==> src/design/dfbm_fifo.sv <==
module dfbm_fifo #(
  parameter int unsigned WIDTH = 9,
  parameter int unsigned DEPTH = 4
) (
  input  logic             clk_i,
  input  logic             rst_ni,
  input  logic             push_i,
  input  logic [WIDTH-1:0] wdata_i,
  output logic             full_o,
  input  logic             pop_i,
  output logic [WIDTH-1:0] rdata_o,
  output logic             empty_o
);

  localparam int unsigned AW = (DEPTH > 1) ? $clog2(DEPTH) : 1;

  logic [WIDTH-1:0] mem_q [DEPTH];
  logic [AW-1:0]    wr_ptr_q, wr_ptr_d;
  logic [AW-1:0]    rd_ptr_q, rd_ptr_d;
  logic [AW:0]      cnt_q, cnt_d;
  logic             do_push, do_pop;

  assign full_o  = (cnt_q == (AW+1)'(DEPTH));
  assign empty_o = (cnt_q == '0);
  assign do_push = push_i && !full_o;
  assign do_pop  = pop_i && !empty_o;
  assign rdata_o = mem_q[rd_ptr_q];

  always_comb begin
    wr_ptr_d = wr_ptr_q;
    rd_ptr_d = rd_ptr_q;
    cnt_d    = cnt_q;
    if (do_push) begin
      wr_ptr_d = (wr_ptr_q == AW'(DEPTH - 1)) ? '0 : wr_ptr_q + AW'(1);
    end
    if (do_pop) begin
      rd_ptr_d = (rd_ptr_q == AW'(DEPTH - 1)) ? '0 : rd_ptr_q + AW'(1);
    end
    if (do_push && !do_pop) begin
      cnt_d = cnt_q + (AW+1)'(1);
    end else if (do_pop && !do_push) begin
      cnt_d = cnt_q - (AW+1)'(1);
    end
  end

  always_ff @(posedge clk_i or negedge rst_ni) begin
    if (!rst_ni) begin
      wr_ptr_q <= '0;
      rd_ptr_q <= '0;
      cnt_q    <= '0;
    end else begin
      wr_ptr_q <= wr_ptr_d;
      rd_ptr_q <= rd_ptr_d;
      cnt_q    <= cnt_d;
    end
  end

  always_ff @(posedge clk_i) begin
    if (do_push) begin
      mem_q[wr_ptr_q] <= wdata_i;
    end
  end

endmodule

==> config.mk <==
export PLATFORM = sky130hd
export DESIGN_NAME = dfbm_fifo
export DESIGN_NICKNAME = d
export VERILOG_FILES = /design/src/design/dfbm_fifo.sv
export SDC_FILE = /design/constraint.sdc
export NUM_CORES = 1
export LEC_CHECK = 0
export CORE_ASPECT_RATIO = 1.75
export CORE_MARGIN = 2
export CORE_UTILIZATION = 50
export DETAILED_ROUTE_END_ITERATION = 10
export DONT_BUFFER_PORTS = 1
export MAX_ROUTING_LAYER = met4
export PLACE_DENSITY = 0.75
export RECOVER_POWER = 50
export SYNTH_ARGS = -nofsm -noshare
export SYNTH_HDL_FRONTEND = slang
export SYNTH_SLANG_ARGS = --single-unit
export TNS_END_PERCENT = 1
==> constraint.sdc <==
create_clock -name clk_i -period 2.2 [get_ports clk_i]
set_clock_uncertainty 0.05 [all_clocks]
set_input_delay 0.33 -clock clk_i [delete_from_list [all_inputs] [get_ports clk_i]]
set_output_delay 0.33 -clock clk_i [all_outputs]
set_load 0.02 [all_outputs]
==> flow_summary.toml <==
[timing]
hold_viol = 0
maxSlewHeadroom_pct = 42.6
worst_slew_pin_slew_ns = 0.858
fmax_mhz = 489
layout_setup_ws_ns = 0.153
slew_viol_final = 0
setup_tns_ns = 0
setup_viol = 0
min_period_over_period_pct = 93.0
rsz0062_at_grt = "false"
fin_crit_ns = 2.05

[setup_path]
cp_data_arrival_time_ns = 2.21
cp-start-kind = "flop"
reg2reg_from = "cnt_q[0]$_DFFE_PN0P_"
startpoint = "cnt_q[0]$_DFFE_PN0P_"
r2r_setup_slack_ns = 0.15
path_class = "reg -> reg"
cp-end-kind = "flop"
worst_ep_required_time_ns = 2.36
critPathMaxFanout = 4

[outcome]
outcome = "finished, final reports clean"

[cells_and_area]
antenna_cells = 0
layout-drive-gt1-share_pct = 28.0
nets = 112
utilization_pct = 57.0
mostFrequentLayoutCells = "edfxtp_1 (36), mux4_2 (9), ha_1 (6), dfrtp_1 (6), clkbuf_8 (5)"
stdcell_count = 138
final_common_cell = "edfxtp_1"
area_growth_pct = 8.65

[synth]
yosys.area.top_type_share_pct = 61.3
synth_cells = 84
yosys.cell_types.count = 19
post-synth-top-area-cell = "edfxtp_1"
yosys_register_bits = 43
syn_area_per_cell_sq_um = 21.0
synthTopCellsByArea = "edfxtp_1 (61%), mux4_2 (11%), dfrtp_1 (9.9%)"
ys_warn_count = 0
syn-cell-area_sq_um = 1760
syn-num-nets = 104
synth_seq_area_share_pct = 71.2

[die]
initial_core_util_pct = 52.5
die-area_sq_um = 4040
die_x_um = 48.9
core_area_sq_um = 3360
rows = 28
ios = 24
die_height_um = 82.6

[grt]
track_usage_pct = 15.1
grt_pass1_wl_mm = 4.17
grt-ovfl-total = 0
antenna_found_initial = 0
grt_pass1_vias = 838
grt_max_degree = 14

[clock_tree]
htreeDepth = 2
root_buffer = "clkbuf_8"
cts.sinks = 43
insertion_delay_ns = 0.29
clk_pin_slew_worst_paths_ns = 0.08
postCtsSetupBuffers = 0
cts_buffers = 5
clk_path_buf_depth = 2
cts_tree = "done"

[detailed_routing]
ant_nets = 0
drc = 0
dr_total_vias = 755
drt_iter0_markers = 16
vias_per_cell = 5.47
detail_route.wl_per_cell_um = 18.3
dr.pass1.iters = 4
drt_wl_total_mm = 2.53

[flow_run]
drv_cap = 0

[placed_design]
placed_cells = 129
hpwl_mm = 1.81
globalplace.congestion = 0.641
io_buffer_count = 0
dp_slack_ns = 0.160

[pwr]
power_mw = 2.58
power_density_nw_per_um2 = 1350
power_frac_clock_pct = 18.3
leakagePower_nw = 0.671
ir_worst_vdd_mv = 0.679
switching_share_pct = 33.6
p_int_mw = 1.71
seq_power_share_pct = 50.4
switchingPower_uw = 866
combPwrFrac_pct = 31.3

[min_path]
worstHoldStart = "wdata_i[4]"
min_path_type = "in -> reg"
## critical path, cell delays in order, from the launching register on
cell      delay (ns)
dfrtp_1         0.48
nor3_2          0.22
nand2b_4        0.17
ha_1            0.19
inv_1           0.08
fa_1            0.37
xor2_1          0.15
nor2_1          0.12
xor2_1          0.15
## metrics by stage
| stage | hold WS (ns) | cell area (sq um) |
|---|---|---|
| final | 0.0830 | 1920 |
| after global routing | 0.0681 | 1920 |
| after CTS | 0.0735 | 1920 |
| after detailed placement | -0.0154 | 1830 |
| after global placement | -0.0154 | 1830 |
| after floorplan | -0.0156 | 1770 |
## registers in the layout, summed over array words and instances (netlist names)
name      cells
mem_q        36
cnt_q         3
rd_ptr_q      2
wr_ptr_q      2
## final cells by class
type	count	area [sq um]
clock buffer	6	72.6
inverter	3	11.3
sequential	43	1260
timing repair buffer	3	25.0
multi-input combinational	36	482
fill	271	1450
tap	45	56.3
clock inverter	2	12.5
## power groups by stage
| stage | combinational, mW | clock [mW] | sequential (mW) |
|---|---|---|---|
| 2_1_floorplan | 0.797 | 0 | 1.21 |
| 3_3_place_gp | 0.809 | 0 | 1.30 |
| 3_5_place_dp | 0.841 | 0 | 1.33 |
| 4_1_cts | 0.857 | 0.481 | 1.31 |
| 5_1_grt | 0.887 | 0.516 | 1.34 |
| 6_report | 0.808 | 0.472 | 1.30 |
## logic make-up after synthesis
group / Yosys count / share of synthesized area [%]
adders and majority gates: 7 / 5.39
xor gates and xnor gates: 3 / 1.49
DFF: 43 / 71.2
and+or+nand+nor: 12 / 5.03
muxes: 14 / 15.5
buffers and inverters: 5 / 1.35
## path summary, 6_finish.rpt
path,endpoint,cells past startpoint
max,cnt_q[2]$_DFFE_PN0P_,8
min,mem_q[1][4]$_DFFE_PP_,0
max reg2reg,cnt_q[2]$_DFFE_PN0P_,8
min reg2reg,cnt_q[2]$_DFFE_PN0P_,1
max in group asynchronous,rd_ptr_q[0]$_DFFE_PN0P_,1
min in group asynchronous,wr_ptr_q[1]$_DFFE_PN0P_,1
## synthesized netlist by cell type (all sizes together)
cell type   n
edfxtp     36
mux4        9
dfrtp       7
ha          6
mux2        5
nor2        4
and2        3
inv         3
buf         2
xor2        2
fa          1
nand2       1
nand2b      1
nor2b       1
nor3        1
nor3b       1
xnor2       1
## per-layer routing
metal / up-vias / track usage, % / routed length, um / share of wire [%]
met5: - / - / 0 / 0
met4: 0 / 8.86 / 60 / 2.4
met3: 6 / 5.22 / 155 / 6.1
met2: 23 / 26.6 / 1390 / 55
met1: 387 / 14.3 / 923 / 36
li1: 339 / - / - / -
## timing repair
action,in CTS,in global routing
endpoints found under the hold margin,7,0
setup endpoints to repair,0,9
resized for setup,0,1
hold buffers,1,0
(Power assumes the default switching activity.)
