### config.mk
export PLATFORM = sky130hd
export DESIGN_NAME = dfbm_front
export DESIGN_NICKNAME = d
export VERILOG_FILES = /design/src/design/dfbm_pkg.sv /design/src/design/dfbm_front.sv
export SDC_FILE = /design/constraint.sdc
export NUM_CORES = 1
export LEC_CHECK = 0
export ABC_AREA = 1
export BUFFER_PORTS_ARGS = -buffer_cell sky130_fd_sc_hd__clkbuf_2
export CORE_MARGIN = 4
export CORE_UTILIZATION = 39
export CTS_BUF_LIST = sky130_fd_sc_hd__clkbuf_8
export CTS_CLUSTER_DIAMETER = 40
export DETAILED_ROUTE_END_ITERATION = 8
export GPL_TIMING_DRIVEN = 0
export PLACE_DENSITY = 0.78
export SYNTH_ARGS = -nofsm -noshare
export SYNTH_HDL_FRONTEND = slang
export SYNTH_SLANG_ARGS = --single-unit
### constraint.sdc
create_clock -name clk_i -period 1.2 [get_ports clk_i]
set_input_delay 0.24 -clock clk_i [delete_from_list [all_inputs] [get_ports clk_i]]
set_output_delay 0.24 -clock clk_i [all_outputs]
set_load 0.05 [all_outputs]
### src/design/dfbm_pkg.sv
package dfbm_pkg;

  localparam int unsigned OUT_COUNT_BITS = 16;
  localparam logic [7:0]  SPACE_CHAR     = 8'd32;

  typedef enum logic {
    OP_BODY,
    OP_END
  } op_kind_e;

  // one classified byte, front to back
  typedef struct packed {
    op_kind_e   kind;
    logic [7:0] data;
  } op_t;

  // one finished frame summary
  typedef struct packed {
    logic [7:0]                mode_byte;
    logic [OUT_COUNT_BITS-1:0] mode_count;
    logic                      empty_frame;
  } res_t;

endpackage

### src/design/dfbm_front.sv
module dfbm_front import dfbm_pkg::*; (
  input  logic       clk_i,
  input  logic       rst_ni,
  input  logic       push,
  output logic       full,
  input  logic [7:0] data_byte_i,
  input  logic       link_closed_i,
  output logic       op_push_o,
  output op_t        op_o,
  input  logic       op_full_i
);

  logic       in_body_q, in_body_d;
  logic [7:0] delim_q, delim_d;
  logic       accept;

  assign full   = op_full_i;
  assign accept = push && !op_full_i;

  always_comb begin
    in_body_d = in_body_q;
    delim_d   = delim_q;
    op_push_o = 1'b0;
    op_o.kind = OP_BODY;
    op_o.data = data_byte_i;
    if (accept) begin
      if (link_closed_i) begin
        // close while idle: nothing open, nothing to do
        if (in_body_q) begin
          op_push_o = 1'b1;
          op_o.kind = OP_END;
          in_body_d = 1'b0;
        end
      end else if (!in_body_q) begin
        delim_d   = data_byte_i;
        in_body_d = 1'b1;
      end else if (data_byte_i == delim_q) begin
        op_push_o = 1'b1;
        op_o.kind = OP_END;
        in_body_d = 1'b0;
      end else begin
        op_push_o = 1'b1;
      end
    end
  end

  always_ff @(posedge clk_i or negedge rst_ni) begin
    if (!rst_ni) begin
      in_body_q <= 1'b0;
      delim_q   <= '0;
    end else begin
      in_body_q <= in_body_d;
      delim_q   <= delim_d;
    end
  end

endmodule

==> qor.yml <==
synth_ff_type: "dfrtp_1"
placedCellCount: 107
area_delta_synth_final_pct: 54.03
p_int_mw: 0.8017
cts_tree: "done"
start_kind: "flip-flop"
nFillCells: 110
n_antenna_cell: 0
root_buffer: "clkbuf_8"
vdd_drop_max_uv: 979.2
fin_cells: 120
core_area_sq_mm: 0.001366
hold_viol: 0
r2r_slack_ns: -0.07
dpl.hpwl_um: 900.4
hp-class: "primary input to flip-flop"
fmax_ghz: 0.6123
fp-row-count: 13
antenna_found_initial: 0
p_leak_nw: 0.5035
clkTransAtPathRegs_ns: 0.05
maxSlewHeadroom_pct: 81.28
path_cells: "inv_1 > nand2_1 > nand2_1 > nand2_1 > nor2_2 > nand2_2 > a21oi_4 > buf_8"
p_switching_mw: 0.3835
cap_violations: 0
clk_path_buf_depth: 2
die_h_um: 46.92
violations: "negative setup slack"
cts_sinks: 9
register_area_sq_um: 225.2
drv_slew: 0
cp-endpoint: "op_o[8]"
worstSetupStartpoint: "delim_q[5]"
crit_buf_inv: 2
crit_cells: 8
totalPowerFinal_mw: 1.185
critPathArrivalTime_ns: 1.39
slowest_delay_ns: 0.39
nets: 119
cp_slowest_cell: "dfrtp_1"
cts_buffers: 3
multi_input_area_sq_um: 291.5
r2r_end: "in_body_q"
clock_power_share_pct: 29.8
die_area_sq_mm: 0.002201
drive_gt1_share_pct: 59.05
grt_pass1_vias: 539
ios: 24
required_ns: 0.96
p_sw_share_pct: 32.36
synth-async-reset-ratio_pct: 100.0
postLayoutCellArea_sq_um: 909.6
detail_route.wirelength_um: 1428
seq_power_share_pct: 34.8
synth_area_sq_um: 590.6
critical_path.max_fanout: 3
rsz0062_at_grt: "true"
syn_nets: 82
drc: 0
synth-edff-count: 0
dieWidth_um: 46.92
crit_top_cell: "nand2_1"
track_usage_pct: 15.78
grt-ovfl-total: 0
dr.pass1.iters: 2
hold-worst-slack_ns: 0.2842
setup_violations: 3
h-tree-depth: 1
grt_first_pass_wirelength_um: 2270
worst_slew_pin_slew_ns: 0.2821
vias: 535
clock_latency_ns: 0.24
crit_type: "flip-flop to output pin"
reg2reg_depth: 10
post_drt_wl_per_cell_um: 11.90
start_util_pct: 43.22
preCtsSetupSlack_ns: -0.2981
power.density_mw_per_mm2: 1303
synth.avg_cell_area_sq_um: 8.559
status: "finished, violations left"
yosysSeqAreaShare_pct: 38.14
globalplace.congestion: 0.6970
grt_max_degree: 11
drtIter0Drc: 2
dpl_cell_area_sq_um: 735.7
antenna_left: 0
yosys_warnings: 0
portBuffers: 23
fin_crit_sh_pct: 136.1
fin_crit_ns: 1.633
path_delay_family: "simple AND/OR/NAND/NOR gates"
worst_slack_ns: -0.4331
synthCells: 69
vias_per_cell: 4.458
worstReg2RegStart: "delim_q[5]"
ys_types: 16
endpoint_kind: "output pin"
comb_power_share_pct: 35.4
fin_worst_skew_ns: 0.003367
ys_ff_latch: 9
==> power groups by stage <==
stage	clock, mW	combinational, mW	sequential [mW]
floorplan	0	0.259	0.406
global placement	0	0.322	0.410
detailed placement	0	0.331	0.413
CTS	0.356	0.430	0.408
global route	0.374	0.454	0.418
finish	0.353	0.419	0.413
==> cell usage in the layout, fill, tap and decap left out, types with 2 or more instances in the layout <==
master,count
buf_4,15
inv_1,8
xnor2_1,4
nand3_2,2
nand2_2,3
buf_6,2
mux2_4,4
clkbuf_8,3
o21ai_0,4
nand2_1,17
buf_8,3
inv_2,2
clkbuf_2,21
nor2_2,3
dfrtp_1,9
==> synthesized netlist by cell type (2+ instances only) <==
cell,instances,area [sq um]
dfrtp_1,9,225.2
nand3_1,2,10.01
mux2_4,4,60.06
nor2_1,2,7.510
nand2_1,19,71.32
inv_1,8,30.03
xnor2_1,5,43.79
buf_4,9,67.56
o21ai_0,4,20.02
==> worst min-delay path by stage <==
| stage | start | to | slack (ns) | cells past startpoint |
|---|---|---|---|---|
| floorplan | rst_ni | delim_q[0] | -0.06 | 0 |
| global placement | rst_ni | delim_q[3] | 0.11 | 1 |
| detailed placement | rst_ni | delim_q[6] | 0.11 | 1 |
| CTS | data_byte_i[0] | delim_q[0] | 0.28 | 2 |
| global route | data_byte_i[0] | delim_q[0] | 0.28 | 2 |
| finish | data_byte_i[0] | delim_q[0] | 0.28 | 2 |
==> layout make-up <==
cell class | instances | share of cell area [%]
Buffer | 10 | 9.078
Inverter | 9 | 3.714
Tap cell | 15 | 2.063
Clock buffer | 3 | 4.539
Clock inverter | 1 | 0.4127
Multi-Input combinational cell | 41 | 32.05
Timing Repair Buffer | 32 | 23.38
Sequential cell | 9 | 24.76
==> per-stage QoR <==
step | utilization, % | TNS (ns)
global route | 66.58 | -0.7825
detailed placement | 53.85 | -0.2981
floorplan | - | -0.1541
global placement | 53.85 | -0.2674
finish | 66.58 | -0.5134
CTS | 68.04 | -0.7543
==> cells by family after synthesis <==
logic type / synth area share [%]
and+or+nand+nor: 19.07
buffers and inverters: 19.07
DFF: 38.14
AOI/OAI and AO/OA: 4.237
xor gates and xnor gates: 7.415
muxes: 12.08
==> registers in the layout, summed over array words and instances (netlist names) <==
signal / cells
delim_q: 8
in_body_q: 1
==> worst reg2reg max path, stage by stage (launching register included) <==
cell and delay (ns):
dfrtp_1 0.39, inv_1 0.07, nand2_1 0.05, nand2_1 0.05, nand2_1 0.06, nor2_2 0.16
buf_4 0.14, buf_6 0.08, nand3_2 0.05, nand3_2 0.05, nand2_1 0.05
==> layer usage <==
layer  wire, um  track usage, %
met1        516           16.08
met2        793           28.18
met3        109           6.130
met4          8           7.182
met5          0               0
==> repair_timing <==
action | 4_1_cts | 5_1_grt
buffers inserted | 13 | 4
pin swaps | 10 | 7
gates cloned | 0 | 0
hold buffers | 1 | 0
endpoints found under the hold margin | 9 | 0
endpoints found under the setup margin | 2 | 7
gates resized for setup | 11 | 6
No activity file was read; power rests on OpenSTA's default activity.
